### config.mk
export PLATFORM = sky130hd
export DESIGN_NAME = tps_div
export DESIGN_NICKNAME = d
export VERILOG_FILES = /design/src/hw/rtl/tps_pkg.sv /design/src/hw/rtl/tps_div.sv
export SDC_FILE = /design/constraint.sdc
export NUM_CORES = 2
export LEC_CHECK = 0
export ABC_AREA = 0
export BUFFER_PORTS_ARGS = -buffer_cell sky130_fd_sc_hd__buf_2
export CAP_MARGIN = 0
export CORE_UTILIZATION = 30
export DETAILED_ROUTE_END_ITERATION = 6
export GPL_TIMING_DRIVEN = 0
export PLACE_DENSITY = 0.51
export SETUP_SLACK_MARGIN = 0.4
export SYNTH_ARGS = -nofsm -noshare
export SYNTH_HDL_FRONTEND = slang
export SYNTH_SLANG_ARGS = --single-unit
### constraint.sdc
create_clock -name clock -period 7.2 [get_ports clock]
set_input_delay 0.36 -clock clock [delete_from_list [all_inputs] [get_ports clock]]
set_output_delay 0.36 -clock clock [all_outputs]
set_load 0.005 [all_outputs]
### src/hw/rtl/tps_pkg.sv
// ----------------------------------------------------------------------------
// tps_pkg
// shared types, widths and register codes of the terrain pixel shader
// ----------------------------------------------------------------------------
package tps_pkg;

   // field widths
   localparam int HEIGHT_W    = 24;
   localparam int DIST_W      = 20;
   localparam int NORM_W      = 26;           // neighbour sum minus twice centre
   localparam int SQ_W        = 52;           // squared length of the normal
   localparam int ROOT_W      = SQ_W / 2;
   localparam int DOT_W       = 44;           // light . normal, signed
   localparam int DIFF_NUM_W  = DOT_W - 1;    // positive dot product
   localparam int FRAC_W      = 14;           // Q1.14 fraction bits
   localparam int LIGHT_W     = FRAC_W + 1;
   localparam int ONE_Q14     = 16384;
   localparam int NORMAL_Z    = 131;          // 0.0020 in Q8.16
   localparam int CH_NUM      = 3;
   localparam int P_W         = 8 + LIGHT_W;  // channel byte times light
   localparam int FOG_PROD_W  = P_W + DIST_W;
   localparam int FOG_X_W     = 29;           // blended value before the divide
   localparam int FOG_Q_W     = 8;

   // bands
   localparam int NUM_BANDS_DEF = 4;
   localparam int BAND_IDX_W    = 2;

   // register port
   localparam int CSR_W     = 64;
   localparam int CSR_IDX_W = 3;

   localparam logic [CSR_IDX_W-1:0] CSR_LIGHT_DIR    = 3'd0;
   localparam logic [CSR_IDX_W-1:0] CSR_AMBIENT      = 3'd1;
   localparam logic [CSR_IDX_W-1:0] CSR_FOG_NEAR     = 3'd2;
   localparam logic [CSR_IDX_W-1:0] CSR_FOG_END      = 3'd3;
   localparam logic [CSR_IDX_W-1:0] CSR_FOG_COLOUR   = 3'd4;
   localparam logic [CSR_IDX_W-1:0] CSR_SKY_COLOUR   = 3'd5;
   localparam logic [CSR_IDX_W-1:0] CSR_BAND_LIMITS  = 3'd6;
   localparam logic [CSR_IDX_W-1:0] CSR_BAND_COLOURS = 3'd7;

   localparam logic [47:0] LIGHT_DIR_RST = 48'h4000_0000_0000;
   localparam logic [19:0] FOG_END_RST   = 20'hFFFFF;

   typedef struct packed {
      logic signed [HEIGHT_W-1:0] centre_height;
      logic signed [HEIGHT_W-1:0] left_height;
      logic signed [HEIGHT_W-1:0] right_height;
      logic signed [HEIGHT_W-1:0] above_height;
      logic signed [HEIGHT_W-1:0] below_height;
      logic [DIST_W-1:0]          ray_distance;
   } req_type;

   typedef struct packed {
      logic [7:0] red;
      logic [7:0] green;
      logic [7:0] blue;
   } rsp_type;

   // per-pixel side information that rides along the pipeline
   typedef struct packed {
      logic                  sky;
      logic [BAND_IDX_W-1:0] band;
      logic [DIST_W-1:0]     fog_num;
      logic [DIST_W-1:0]     fog_den;
   } pix_tag_type;

   typedef struct packed {
      logic signed [DOT_W-1:0] dot;
      pix_tag_type             pix;
   } sqrt_tag_type;

   typedef struct packed {
      logic        sat;
      pix_tag_type pix;
   } diff_tag_type;

endpackage

### src/hw/rtl/tps_div.sv
// ----------------------------------------------------------------------------
// tps_div
// pipelined restoring divider, one quotient bit per stage, several lanes
// ----------------------------------------------------------------------------
module tps_div #(
   parameter int NUM_W = tps_pkg::DIFF_NUM_W,
   parameter int DEN_W = tps_pkg::ROOT_W,
   parameter int QUO_W = tps_pkg::FRAC_W,
   parameter int LANES = 1,
   parameter int TAG_W = 1
) (
   input  logic                             clock,
   input  logic                             reset,
   input  logic                             in_valid,
   input  logic [LANES-1:0][NUM_W-1:0]      in_num,
   input  logic [LANES-1:0][DEN_W-1:0]      in_den,
   input  logic [TAG_W-1:0]                 in_tag,
   output logic                             out_valid,
   output logic [LANES-1:0][QUO_W-1:0]      out_quo,
   output logic [TAG_W-1:0]                 out_tag
);

   // quotient must fit QUO_W bits: num < den << QUO_W
   localparam int CW = NUM_W + DEN_W;

   logic [QUO_W-1:0] vld_ff;
   logic [LANES-1:0][NUM_W-1:0] rem_ff [QUO_W];
   logic [LANES-1:0][DEN_W-1:0] den_ff [QUO_W];
   logic [LANES-1:0][QUO_W-1:0] quo_ff [QUO_W];
   logic [TAG_W-1:0]            tag_ff [QUO_W];
   logic [LANES-1:0][NUM_W-1:0] rem_cur [QUO_W];
   logic [LANES-1:0][DEN_W-1:0] den_cur [QUO_W];
   logic [LANES-1:0][QUO_W-1:0] quo_cur [QUO_W];
   logic [TAG_W-1:0]            tag_cur [QUO_W];
   logic [LANES-1:0][NUM_W-1:0] rem_in [QUO_W];
   logic [LANES-1:0][QUO_W-1:0] quo_in [QUO_W];

   always_comb begin
      logic [CW-1:0] shifted;
      rem_cur[0] = in_num;
      den_cur[0] = in_den;
      quo_cur[0] = '0;
      tag_cur[0] = in_tag;
      for (int i = 1; i < QUO_W; i++) begin
         rem_cur[i] = rem_ff[i-1];
         den_cur[i] = den_ff[i-1];
         quo_cur[i] = quo_ff[i-1];
         tag_cur[i] = tag_ff[i-1];
      end
      for (int i = 0; i < QUO_W; i++) begin
         for (int l = 0; l < LANES; l++) begin
            shifted = CW'(den_cur[i][l]) << (QUO_W - 1 - i);
            if (CW'(rem_cur[i][l]) >= shifted) begin
               rem_in[i][l] = rem_cur[i][l] - NUM_W'(shifted);
               quo_in[i][l] = {quo_cur[i][l][QUO_W-2:0], 1'b1};
            end else begin
               rem_in[i][l] = rem_cur[i][l];
               quo_in[i][l] = {quo_cur[i][l][QUO_W-2:0], 1'b0};
            end
         end
      end
   end

   always_ff @(posedge clock) begin
      if (reset) begin
         vld_ff <= '0;
      end else begin
         vld_ff <= {vld_ff[QUO_W-2:0], in_valid};
      end
   end

   always_ff @(posedge clock) begin
      for (int i = 0; i < QUO_W; i++) begin
         rem_ff[i] <= rem_in[i];
         den_ff[i] <= den_cur[i];
         quo_ff[i] <= quo_in[i];
         tag_ff[i] <= tag_cur[i];
      end
   end

   assign out_valid = vld_ff[QUO_W-1];
   assign out_quo   = quo_ff[QUO_W-1];
   assign out_tag   = tag_ff[QUO_W-1];

endmodule

Word level (Yosys, flattened, before mapping)

Memory sizes are Yosys's and may differ from the RTL's.
Cells that the tools add are included.

Bits in registers: 14
RAM bits: 1176
Input port bits: 73
Output and inout bits: 16
Word-level logic and storage cells: 61
Memories: 4

Memory list:

| name   | words | width | rd ports | clocked after Yosys merged registers in | write ports | line          | RTL |
|---|---|---|---|---|---|---|---|
| rem_ff | 14    | 43    | 13       | 0                                       | 14          | tps_div.sv:27 | `logic [LANES-1:0][NUM_W-1:0] rem_ff [QUO_W];` |
| den_ff | 14    | 26    | 13       | 0                                       | 14          | tps_div.sv:28 | `logic [LANES-1:0][DEN_W-1:0] den_ff [QUO_W];` |
| quo_ff | 14    | 14    | 14       | 0                                       | 14          | tps_div.sv:29 | `logic [LANES-1:0][QUO_W-1:0] quo_ff [QUO_W];` |
| tag_ff | 14    | 1     | 14       | 0                                       | 14          | tps_div.sv:30 | `logic [TAG_W-1:0] tag_ff [QUO_W];` |

$add $sub $neg: 14
Order comparisons: 14
Multiplexer cells: 28

Operators by type and width:

| kind            | count |
|---|---|
| $mux 43         | 14 |
| $ge 43x26->1    | 1 |
| $ge 43x27->1    | 1 |
| $ge 43x28->1    | 1 |
| $ge 43x29->1    | 1 |
| $ge 43x30->1    | 1 |
| $ge 43x31->1    | 1 |
| $ge 43x32->1    | 1 |
| $ge 43x33->1    | 1 |
| $ge 43x34->1    | 1 |
| $ge 43x35->1    | 1 |
| $ge 43x36->1    | 1 |
| $ge 43x37->1    | 1 |
| $ge 43x38->1    | 1 |
| $ge 43x39->1    | 1 |
| $sub 43x26->43  | 1 |
| $sub 43x27->43  | 1 |
| $sub 43x28->43  | 1 |
| $sub 43x29->43  | 1 |
| $sub 43x30->43  | 1 |
| $sub 43x31->43  | 1 |
| $sub 43x32->43  | 1 |
| $sub 43x33->43  | 1 |
| $sub 43x34->43  | 1 |
| other kinds (6) | 19 |

Longest topological paths before layout

An unclocked memory read counts as a cell.

Depth in word-level cells: 3
Depth in mapped cells: 14
Gate-level depth less buffers: 13

Least setup slack after synthesis

No wires, ideal clock.

Path type: register to register
Start: mem rem_ff[0][222] in the netlist's numbering
End: mem rem_ff[0][266] in the netlist's numbering
Library setup time: 0.121 ns
Data arrival time: 2.933 ns
Data required time: 7.079 ns
Path slack: 4.146 ns
Stages on the path, launching flop included: 13
Buffers on the path: 1
Period minus slack after synthesis: 3.054 ns
Path through: dfxtp_1 -> inv_1 -> ha_1 -> inv_1 -> fa_1 -> a211oi_1 -> o211a_1 -> o31a_1 -> o31ai_1 -> a31o_2 -> a211oi_2 -> clkbuf_1 -> mux2_2

RTL lines:

| what            | line |
|---|---|
| start, declared | tps_div.sv:27 |

==> impl_metrics.tcl <==
set metrics [dict create \
    cts_setup_buffers 0 \
    slew_headroom_pct 20.7 \
    dieArea_mm2 0.159 \
    synth_cell_types 96 \
    min_period_ns 4.78 \
    wl_per_cell_um 16.5 \
    syn_nets 5655 \
    criticalPathCategory "flop to flop" \
    hold_path_startpoint "in_tag" \
    ctsHoldBuffers 76 \
    syn_inst 5205 \
    ant_nets 0 \
    synth_area_per_cell_um2 9.06 \
    p_leak_nw 24.1 \
    cp_common_cell "nand4_1" \
    drt_iter0_drc 1644 \
    final_common_cell "dfxtp_1" \
    vias 35977 \
    critPathBufInv 3 \
    maxCapViolations 0 \
    num_rows 145 \
    wl_um 126000 \
    final_max_slew_viol_count 0 \
    crit_arrival_ns 5.35 \
    globalRouteTotalUtil_pct 15.6 \
    final_core_util_pct 35.2 \
    hold_violations 0 \
    rsz0062_at_grt "no" \
    r2r-start "den_ff[1][97]$_DFF_P_" \
    slowest_stage "nor3_1" \
    grt_util_met2_pct 29.3 \
    slowest_delay_ns 0.69 \
    chipHeight_um 398 \
    synth-seq-cells 1030 \
    fin_setup_tns_ns 0 \
    clock_sinks 1030 \
    layout-drive-gt1-share_pct 7.27 \
    finalCritPeriodShare_pct 66.4 \
    pin_count 89 \
    irDropWorstVdd_mv 0.217 \
    status "finished, final reports clean" \
    timing.critical_path.cells "inv_1 -> ha_1 -> clkbuf_1 -> nand4_1 -> or3_1 -> or4_1 -> nor3_1 -> a21oi_1 -> nand2_1 -> buf_2 -> nand4_1 -> xnor2_1" \
    fmax_ghz 0.209 \
    clk_latency_ns 0.72 \
    grt_pass1_vias 37445 \
    start_util_pct 30.2 \
    cts_buffers 120 \
    yosysSeqAreaShare_pct 43.7 \
    area_growth_pct 16.6 \
    tightest_slew_ns 1.17 \
    path_clk_slew_ns 0.06 \
    grt_pass1_wl_um 197000 \
    crit_start "den_ff[1][97]$_DFF_P_" \
    fp.dieW_um 398 \
    antenna_found_initial 0 \
    drc_errors 0 \
    portBuffers 88 \
    fin_skew_ns 0.0485 \
    worstPathMaxFanout 10 \
    routabilityCongestion 0.960 \
    cts_tree "yes" \
    vias_per_cell 4.71 \
    diodes 0 \
    grt_max_degree 17 \
    synth-edff-count 0 \
    power_density_mw_per_mm2 450 \
    cp-start-kind "flop" \
    met3_usage_pct 2.10 \
    hp-class "input port to flop" \
    dr.pass1.iters 5 \
    cts_resized 0 \
    required_ns 7.76 \
    synth_area_mm2 0.0471 \
    grt_overflow_total 0 \
    synthArstFlopShare_pct 0 \
    final_cell_mix "dfxtp_1, inv_1, nand2_1" \
    setup_viol 0 \
    core_mm2 0.156 \
    htree_levels 3 \
    clockBufferDepth 3 \
    synthFlopType "dfxtp_1" \
    busiest_layer "met2" \
    clockRootBuffer "clkbuf_16" \
    grt_use_met1_pct 15.6 \
    num-nets-final 5941 \
    crit_family "simple AND/OR/NAND/NOR gates" \
    yosys_warnings 0 \
    cp-end-kind "flop" \
    dpl.hpwl_um 101000 \
]
[metal layers]
metal | share of wire, % | vias up
met5 | 0 | -
met4 | 7.8 | 0
met3 | 2.9 | 338
met2 | 50 | 695
met1 | 39 | 16236
li1 | - | 18708
[sequential cells by signal, indices dropped and copies added, names as in the netlist]
| name | cells |
|---|---|
| vld_ff | 14 |
| rem_ff | 559 |
| tag_ff | 14 |
| quo_ff | 105 |
| den_ff | 338 |
[power by group]
group	leakage, nW	switching (mW)	internal [mW]
Clock	1.99	2.42	3.65
Combinational	13.4	5.87	4.42
Sequential	8.65	1.07	7.29
[Yosys cell counts (12+ instances only)]
cell	count	area (um^2)
a211oi_1	41	308
a21o_1	195	1460
a21oi_1	424	2120
a31o_2	13	114
a31oi_1	49	307
and2_1	19	119
and3_1	45	282
and4_1	16	140
buf_2	18	90.1
clkbuf_1	116	435
dfxtp_1	1030	20600
fa_1	13	260
ha_1	364	4550
inv_1	463	1740
mux2_2	34	383
nand2_1	438	1640
nand2b_1	55	344
nand3_1	75	375
nand4_1	72	450
nand4b_1	13	114
nor2_1	330	1240
nor2b_1	56	350
nor3_1	72	360
nor3b_1	13	97.6
nor4_1	53	332
nor4b_1	13	114
o211ai_1	29	218
o21a_1	37	278
o21ai_0	348	1740
o21bai_1	45	338
o31a_1	13	114
o31ai_1	28	210
or2_2	12	75.1
or3_1	27	169
or4_1	35	263
xnor2_1	225	1970
xor2_1	186	1630
[through the flow]
stage | instance area, um^2 | power [mW] | hold slack, ns | std cells | setup WS [ns]
after floorplan | 47100 | 16.1 | 0.310 | 5205 | 4.15
after global placement | 50100 | 18.6 | 0.310 | 7351 | 2.14
after detailed placement | 50100 | 18.6 | 0.312 | 7351 | 2.16
after CTS | 54900 | 24.9 | 0.202 | 7644 | 2.10
after global routing | 54900 | 26.6 | 0.248 | 7644 | 2.04
final | 54900 | 24.7 | 0.285 | 7644 | 2.42
[layout make-up]
cell class,count,area (um^2)
buffer,141,586
clock buffer,166,3480
clock inverter,51,562
fill,16037,101000
inverter,467,1750
multi-input combinational,3567,24200
sequential,1030,20600
tap,2058,2570
timing repair buffer,164,1200
[cell families (layout without fill, tap and decap cells)]
group | count (synthesis) | in the layout | share of synthesized area, %
AND/OR/NAND/NOR | 1373 | 1373 | 14.3
adder cells (fa/ha/maj) | 377 | 377 | 10.2
multiplexers | 42 | 42 | 1.03
buffers and inverters | 608 | 989 | 4.96
flip-flops | 1030 | 1030 | 43.7
XOR/XNOR | 411 | 411 | 7.64
AO/OA/AOI/OAI | 1364 | 1364 | 18.1
[final timing paths]
path | end | slack (ns) | cells after the start
setup / recovery | rem_ff[1][209]$_DFF_P_ | 2.42 | 12
hold / removal | tag_ff[0][0]$_DFF_P_ | 0.28 | 2
setup reg to reg | rem_ff[1][209]$_DFF_P_ | 2.42 | 12
hold reg to reg | quo_ff[1][59]$_DFF_P_ | 0.32 | 0
No activity file was read; power rests on OpenSTA's default activity.
