**src/hw/rtl/tps_pkg.sv**
```systemverilog
// ----------------------------------------------------------------------------
// tps_pkg
// shared types, widths and register codes of the terrain pixel shader
// ----------------------------------------------------------------------------
package tps_pkg;

   // field widths
   localparam int HEIGHT_W    = 24;
   localparam int DIST_W      = 20;
   localparam int NORM_W      = 26;           // neighbour sum minus twice centre
   localparam int SQ_W        = 52;           // squared length of the normal
   localparam int ROOT_W      = SQ_W / 2;
   localparam int DOT_W       = 44;           // light . normal, signed
   localparam int DIFF_NUM_W  = DOT_W - 1;    // positive dot product
   localparam int FRAC_W      = 14;           // Q1.14 fraction bits
   localparam int LIGHT_W     = FRAC_W + 1;
   localparam int ONE_Q14     = 16384;
   localparam int NORMAL_Z    = 131;          // 0.0020 in Q8.16
   localparam int CH_NUM      = 3;
   localparam int P_W         = 8 + LIGHT_W;  // channel byte times light
   localparam int FOG_PROD_W  = P_W + DIST_W;
   localparam int FOG_X_W     = 29;           // blended value before the divide
   localparam int FOG_Q_W     = 8;

   // bands
   localparam int NUM_BANDS_DEF = 4;
   localparam int BAND_IDX_W    = 2;

   // register port
   localparam int CSR_W     = 64;
   localparam int CSR_IDX_W = 3;

   localparam logic [CSR_IDX_W-1:0] CSR_LIGHT_DIR    = 3'd0;
   localparam logic [CSR_IDX_W-1:0] CSR_AMBIENT      = 3'd1;
   localparam logic [CSR_IDX_W-1:0] CSR_FOG_NEAR     = 3'd2;
   localparam logic [CSR_IDX_W-1:0] CSR_FOG_END      = 3'd3;
   localparam logic [CSR_IDX_W-1:0] CSR_FOG_COLOUR   = 3'd4;
   localparam logic [CSR_IDX_W-1:0] CSR_SKY_COLOUR   = 3'd5;
   localparam logic [CSR_IDX_W-1:0] CSR_BAND_LIMITS  = 3'd6;
   localparam logic [CSR_IDX_W-1:0] CSR_BAND_COLOURS = 3'd7;

   localparam logic [47:0] LIGHT_DIR_RST = 48'h4000_0000_0000;
   localparam logic [19:0] FOG_END_RST   = 20'hFFFFF;

   typedef struct packed {
      logic signed [HEIGHT_W-1:0] centre_height;
      logic signed [HEIGHT_W-1:0] left_height;
      logic signed [HEIGHT_W-1:0] right_height;
      logic signed [HEIGHT_W-1:0] above_height;
      logic signed [HEIGHT_W-1:0] below_height;
      logic [DIST_W-1:0]          ray_distance;
   } req_type;

   typedef struct packed {
      logic [7:0] red;
      logic [7:0] green;
      logic [7:0] blue;
   } rsp_type;

   // per-pixel side information that rides along the pipeline
   typedef struct packed {
      logic                  sky;
      logic [BAND_IDX_W-1:0] band;
      logic [DIST_W-1:0]     fog_num;
      logic [DIST_W-1:0]     fog_den;
   } pix_tag_type;

   typedef struct packed {
      logic signed [DOT_W-1:0] dot;
      pix_tag_type             pix;
   } sqrt_tag_type;

   typedef struct packed {
      logic        sat;
      pix_tag_type pix;
   } diff_tag_type;

endpackage

```
**src/hw/rtl/tps_isqrt.sv**
```systemverilog
// ----------------------------------------------------------------------------
// tps_isqrt
// pipelined integer square root, one result bit per stage
// ----------------------------------------------------------------------------
module tps_isqrt #(
   parameter int RAD_W = tps_pkg::SQ_W,
   parameter int TAG_W = 1
) (
   input  logic                 clock,
   input  logic                 reset,
   input  logic                 in_valid,
   input  logic [RAD_W-1:0]     in_rad,
   input  logic [TAG_W-1:0]     in_tag,
   output logic                 out_valid,
   output logic [RAD_W/2-1:0]   out_root,
   output logic [TAG_W-1:0]     out_tag
);

   localparam int STEPS = RAD_W / 2;

   logic [STEPS-1:0] vld_ff;
   logic [RAD_W-1:0] rem_ff [STEPS];
   logic [RAD_W-1:0] res_ff [STEPS];
   logic [TAG_W-1:0] tag_ff [STEPS];
   logic [RAD_W-1:0] rem_cur [STEPS];
   logic [RAD_W-1:0] res_cur [STEPS];
   logic [TAG_W-1:0] tag_cur [STEPS];
   logic [RAD_W-1:0] rem_in [STEPS];
   logic [RAD_W-1:0] res_in [STEPS];

   always_comb begin
      logic [RAD_W-1:0] bit_val;
      logic [RAD_W-1:0] trial;
      rem_cur[0] = in_rad;
      res_cur[0] = '0;
      tag_cur[0] = in_tag;
      for (int i = 1; i < STEPS; i++) begin
         rem_cur[i] = rem_ff[i-1];
         res_cur[i] = res_ff[i-1];
         tag_cur[i] = tag_ff[i-1];
      end
      for (int i = 0; i < STEPS; i++) begin
         bit_val = RAD_W'(1) << (RAD_W - 2 - 2*i);
         trial   = res_cur[i] + bit_val;
         if (rem_cur[i] >= trial) begin
            rem_in[i] = rem_cur[i] - trial;
            res_in[i] = (res_cur[i] >> 1) + bit_val;
         end else begin
            rem_in[i] = rem_cur[i];
            res_in[i] = res_cur[i] >> 1;
         end
      end
   end

   always_ff @(posedge clock) begin
      if (reset) begin
         vld_ff <= '0;
      end else begin
         vld_ff <= {vld_ff[STEPS-2:0], in_valid};
      end
   end

   always_ff @(posedge clock) begin
      for (int i = 0; i < STEPS; i++) begin
         rem_ff[i] <= rem_in[i];
         res_ff[i] <= res_in[i];
         tag_ff[i] <= tag_cur[i];
      end
   end

   assign out_valid = vld_ff[STEPS-1];
   assign out_root  = res_ff[STEPS-1][RAD_W/2-1:0];
   assign out_tag   = tag_ff[STEPS-1];

endmodule

```
**config.mk**
```make
export PLATFORM = sky130hd
export DESIGN_NAME = tps_isqrt
export DESIGN_NICKNAME = d
export VERILOG_FILES = /design/src/hw/rtl/tps_pkg.sv /design/src/hw/rtl/tps_isqrt.sv
export SDC_FILE = /design/constraint.sdc
export NUM_CORES = 2
export LEC_CHECK = 0
export ABC_AREA = 1
export BUFFER_PORTS_ARGS = -buffer_cell sky130_fd_sc_hd__buf_2
export CAP_MARGIN = 40
export CELL_PAD_IN_SITES_DETAIL_PLACEMENT = 1
export CELL_PAD_IN_SITES_GLOBAL_PLACEMENT = 2
export CORE_UTILIZATION = 33
export DETAILED_ROUTE_END_ITERATION = 6
export HOLD_SLACK_MARGIN = 0.05
export PLACE_DENSITY = 0.81
export SLEW_MARGIN = 25
export SYNTH_ARGS = -nofsm -noshare
export SYNTH_HDL_FRONTEND = slang
export SYNTH_SLANG_ARGS = --single-unit
```
**constraint.sdc**
```tcl
create_clock -name clock -period 2 [get_ports clock]
set_clock_uncertainty 0.1 [all_clocks]
set_input_delay 0 -clock clock [delete_from_list [all_inputs] [get_ports clock]]
set_output_delay 0 -clock clock [all_outputs]
set_load 0.05 [all_outputs]
```
Word-level counts from Yosys, hierarchy flattened. Memory sizes are Yosys's and may differ from the RTL's. Index checks and enable logic that the tools add are counted.

Register bits after elaboration: 26. Bits in writable memories: 2730. Input bits: 56. Word-level logic and storage cells: 158. Memories kept: 3.

Add/sub/neg operators: 76. Order comparisons: 26. Multiplexer cells: 52.

Memories: rem_ff (depth 26, width 52, rd ports 25, clocked after Yosys merged registers in 0, write ports 26, RTL line tps_isqrt.sv:22) `logic [RAD_W-1:0] rem_ff [STEPS];`; res_ff (depth 26, width 52, rd ports 26, clocked after Yosys merged registers in 0, write ports 26, RTL line tps_isqrt.sv:23) `logic [RAD_W-1:0] res_ff [STEPS];`; tag_ff (depth 26, width 1, rd ports 26, clocked after Yosys merged registers in 0, write ports 26, RTL line tps_isqrt.sv:24) `logic [TAG_W-1:0] tag_ff [STEPS];`.

Operators with widths (number): $mux W52 (51); $ge A52 B52 Y1 (25); $sub A52 B52 Y52 (25); $add A51 B1 Y52 const B (1); $add A51 B11 Y52 const B (1); $add A51 B13 Y52 const B (1); $add A51 B15 Y52 const B (1); $add A51 B17 Y52 const B (1); $add A51 B19 Y52 const B (1); $add A51 B21 Y52 const B (1); $add A51 B23 Y52 const B (1); $add A51 B25 Y52 const B (1); $add A51 B27 Y52 const B (1); $add A51 B29 Y52 const B (1); $add A51 B3 Y52 const B (1); $add A51 B31 Y52 const B (1); $add A51 B33 Y52 const B (1); $add A51 B35 Y52 const B (1); $add A51 B37 Y52 const B (1); $add A51 B39 Y52 const B (1); $add A51 B41 Y52 const B (1); $add A51 B43 Y52 const B (1); $add A51 B45 Y52 const B (1); $add A51 B47 Y52 const B (1); other kinds (32) (32).

Logic depth before layout (Yosys ltp). An unclocked memory read counts as a cell.

Depth after elaboration: 4. Gate-level depth with buffers: 17.

Worst setup path before layout. OpenSTA, ideal clock, no wires.

Path type: register to register. Start: mem res_ff[0][300] (netlist bit). End: mem rem_ff[0][356] (netlist bit). Setup time: 0.112 ns. Data arrival time: 1.795 ns. Required time: 1.788 ns. Setup slack: -0.008 ns. Cell stages (with the launch flop): 12. Path buffers: 1. Cell sequence: dfxtp_1 > inv_1 > ha_1 > nand3_1 > nand3_1 > nand2_1 > nand2_1 > a211oi_4 > nand2_2 > buf_4 > nand2_1 > nand2_1.

RTL lines (RTL line): start, declared (tps_isqrt.sv:23); end, declared (tps_isqrt.sv:22).

==> summary.md <==
| Metric | Value |
|---|---|
| Status | finished with violations |
| Failing checks | max-capacitance violations, max-slew violations, negative setup slack |
| Most Frequent Cell on Critical Path | buf_4 |
| Core Rows | 178 |
| Share of cells above drive strength 1 | 0.358 |
| R2r setup slk | -2.21 ns |
| Final setup margin | -2.21 ns |
| Post-synth EDFFs | 0 |
| Initial core utilization | 0.333 |
| Post-layout min period | approximately 4.2 ns |
| Syn Area/Cell | a little over 7 sq um |
| Largest net degree at the start of global routing | 26 |
| Synth Area in XOR/XNOR | 0.0363 |
| Critical path type | flip-flop to flip-flop |
| Compound-Gate Fraction of Synth Area | 0.0614 |
| Adder-Cell Fraction of Synth Area | 0.0594 |
| Clk sink count | roughly 1700 |
| Fin. max-slew vios | 6 |
| Placement-stage cell area | just over 0.1 sq mm |
| RSZ-0062 raised after global routing | true |
| Critical Path Start Type | flip-flop |
| Worst min path class | input port to flip-flop |
| PwrDens | 1410 mW/mm^2 |
| Setup violators final | 668 |
| Dpl cells | about 17000 |
| Post-synthesis mux area share | 0 |
| Peak Freq | between 200 and 250 MHz |
| Mapped Nets | approximately 12000 |
| Least-Margin Pin Slew | about 2.4 ns |
| Area Growth Syn to Fin | 53.5% |
| Final GP Congestion | roughly 0.95 |
| First-pass GRT wire length | about 550 mm |
| Synth top area cells | dfxtp_1, nand2_1, inv_1 |
| Critical Path Sink Type | flip-flop |
| Vias per cell | just under 5 |
| Synth area leader | dfxtp_1 |
| DRC errors left | 0 |
| WP data required | ~2.6 ns |
| Root Buffer | clkbuf_16 |
| Commonest non-fill, non-tap cell in the layout | nand2_1 |
| CP Cell Sequence | nor4_1, nand4_1, nor2_2, buf_4, nand2_2, buf_4, nand3_1, nand2_1 |
| Total Wirelength | between 400 and 500 mm |
| M1 GR Usage | 0.372 |
| Footprint of the multi-input gates | between 0.04 and 0.05 sq mm |
| Post-Synth Simple-Gate Area | 0.313 |
| CTS tree | yes |
| Flip-flop and latch area | between 0.03 and 0.04 sq mm |
| Core area | 0.236 sq mm |
| Final instance area | approximately 0.12 sq mm |
| Synth warnings | 0 |
| Slowest Stage Delay on Critical Path | between 1.5 and 2 ns |
| Die width | roughly 500 um |
| Worst setup path start | rem_ff[0][284] |
| Ys async rst share | 0 |
| Post-DP HPWL | between 200 and 300 mm |
| Synth top area share | 0.434 |
| H-tree depth | 4 |
| Worst slack at placement | -0.768 ns |
| Rel. slew slack | -0.595 |
| Total of max-cap violations | 3 |
| Number of global-route vias before repair | ~90000 |
| Met3 Use GR | 0.0391 |
| 1st-pass router iterations | 5 |
| Seq/Total Area, Yosys | 0.434 |
| Routed wire per std cell | 23.2 um |
| Largest family of logic cells by synthesized area | simple AND/OR/NAND/NOR gates |
| Synthesized cell area | 0.0786 sq mm |
| Met2 Usage GRT | 0.513 |
| IO Port Bufs | 83 |
| CP Max Fanout | 9 |
| Worst r2r path cells | 8 |
| Clk_lat worst skew | 0.99 ns |
| Netlist cell types | 52 |
| Finished Layout Cells | roughly 17000 |
| Most frequent cells in the layout | nand2_1, buf_4, inv_1 |
| # IOs | 84 |
| Die Height | just under 500 um |
| Routed Antenna Nets | 0 |
| Clock tree buffer depth | 3 |
| Global-route usage over all layers | 0.299 |
| Fillers | 28555 |
| Starting DRC count in detailed routing | just over 5000 |
| Clock slew seen by the registers of the worst setup and hold paths | 0.09 ns |
| Synth Flop Type | dfxtp_1 |
| Worst Path Arrival | 4.83 ns |
| GRT Max-Usage Layer | met2 |
| Worst R2R End | rem_ff[0][355] |
| Overflow left after global routing | 0 |
| Tcrit/Tclk final | 2.10 |
| VDD IR-drop max | roughly 1100 uV |
| Fin nets | 14416 |
| Num CTS Buffers | approximately 190 |
| R2R Path Start | rem_ff[0][284] |
| Vias | ~86000 |
| #FFs+latches synth | about 1700 |
| CP max stage cell | nor4_1 |
| Fin. Hold Viols | 0 |
| Synthesized instance count | between 10000 and 15000 |
| Leak | ~60 nW |
| Die ar. | between 0.2 and 0.25 sq mm |
| Last element of the critical path | rem_ff[0][355] |
| Initial antenna violation count | 31 |
timing repair:
item / in CTS / in global routing
pin swaps: 204 / 294
cloned: 21 / 13
gates resized for setup: 1299 / 1189
setup endpoints to repair: 668 / 673
setup buffers: 98 / 108
endpoints found under the hold margin: 80 / 0
hold buffers: 139 / 0
report_power, final:
| part | internal, mW | switching (mW) | leakage, nW |
|---|---|---|---|
| logic | 35.9 | 43.8 | 42.0 |
| registers | 42.1 | 10.0 | 14.2 |
| clock network | 21.6 | 17.2 | 3.24 |
kinds of logic after synthesis:
family,count (synthesis)
flip-flops,1703
adder cells (fa/ha/maj),373
AND/OR/NAND/NOR,5910
XOR/XNOR,326
AO/OA/AOI/OAI,851
buffers and inverters,1910
state kept, by name, indices dropped and copies added (netlist names):
| signal | flops |
|---|---|
| tag_ff | 26 |
| vld_ff | 26 |
| rem_ff | 1300 |
| res_ff | 351 |
worst max-delay path: cells and delay by family (launching register included):
kind / cells / cell delay, ns
buffers and inverters: 2 / 0.44
flip-flops: 1 / 0.33
AND/OR/NAND/NOR: 6 / 3.13
Yosys cell counts, types with 29 or more instances:
| cell type | count |
|---|---|
| o21ai_2 | 43 |
| dfxtp_1 | 1703 |
| nand2_1 | 3458 |
| xor2_1 | 181 |
| nor4_1 | 77 |
| nor2_1 | 1212 |
| xnor2_1 | 145 |
| ha_1 | 373 |
| nor3_1 | 146 |
| nand3b_1 | 68 |
| nor2_2 | 33 |
| nand4_1 | 221 |
| inv_1 | 1795 |
| o21ai_1 | 66 |
| nand3_1 | 592 |
| o21ai_0 | 209 |
| a21oi_1 | 405 |
| buf_6 | 29 |
| a21oi_2 | 55 |
through the flow:
step	utilization	power [mW]	hold slack, ns	TNS, ns
after global placement	0.426	116	0.00201	-217.47
final	0.511	171	0.115	-198.21
after detailed placement	0.426	117	0.00390	-237.90
after floorplan	-	78.2	-0.0723	0
after global routing	0.511	179	0.119	-242.59
after CTS	0.489	161	0.0504	-102.15
area by class of cell:
type | count | area share
multi-input cells | 7461 | 0.377
flip-flops and latches | 1703 | 0.287
repair buffers | 2807 | 0.189
inverters | 1824 | 0.0578
clock buffers | 255 | 0.0441
well taps | 3150 | 0.0327
clock inverters | 93 | 0.0120
repair inverters | 3 | 0.000342
diodes | 14 | 0.000290
metal layers:
| metal | up-vias | part of all wire |
|---|---|---|
| li1 | 40317 | - |
| met1 | 41694 | 0.42 |
| met2 | 2470 | 0.47 |
| met3 | 1131 | 0.053 |
| met4 | 24 | 0.060 |
| met5 | - | 0.00049 |
worst min-delay path by stage:
stage                    start  depth (start not counted)             to  slack [ns]
floorplan            in_rad[0]                          0   rem_ff[0][0]       -0.07
global placement        in_tag                          1   tag_ff[0][0]       0.002
detailed placement   in_rad[0]                          1   rem_ff[0][0]       0.004
CTS                 in_rad[15]                          3  rem_ff[0][15]        0.05
global route         in_rad[1]                          3   rem_ff[0][1]        0.12
finish              in_rad[12]                          3  rem_ff[0][12]        0.12
No activity file was read; power rests on OpenSTA's default activity.
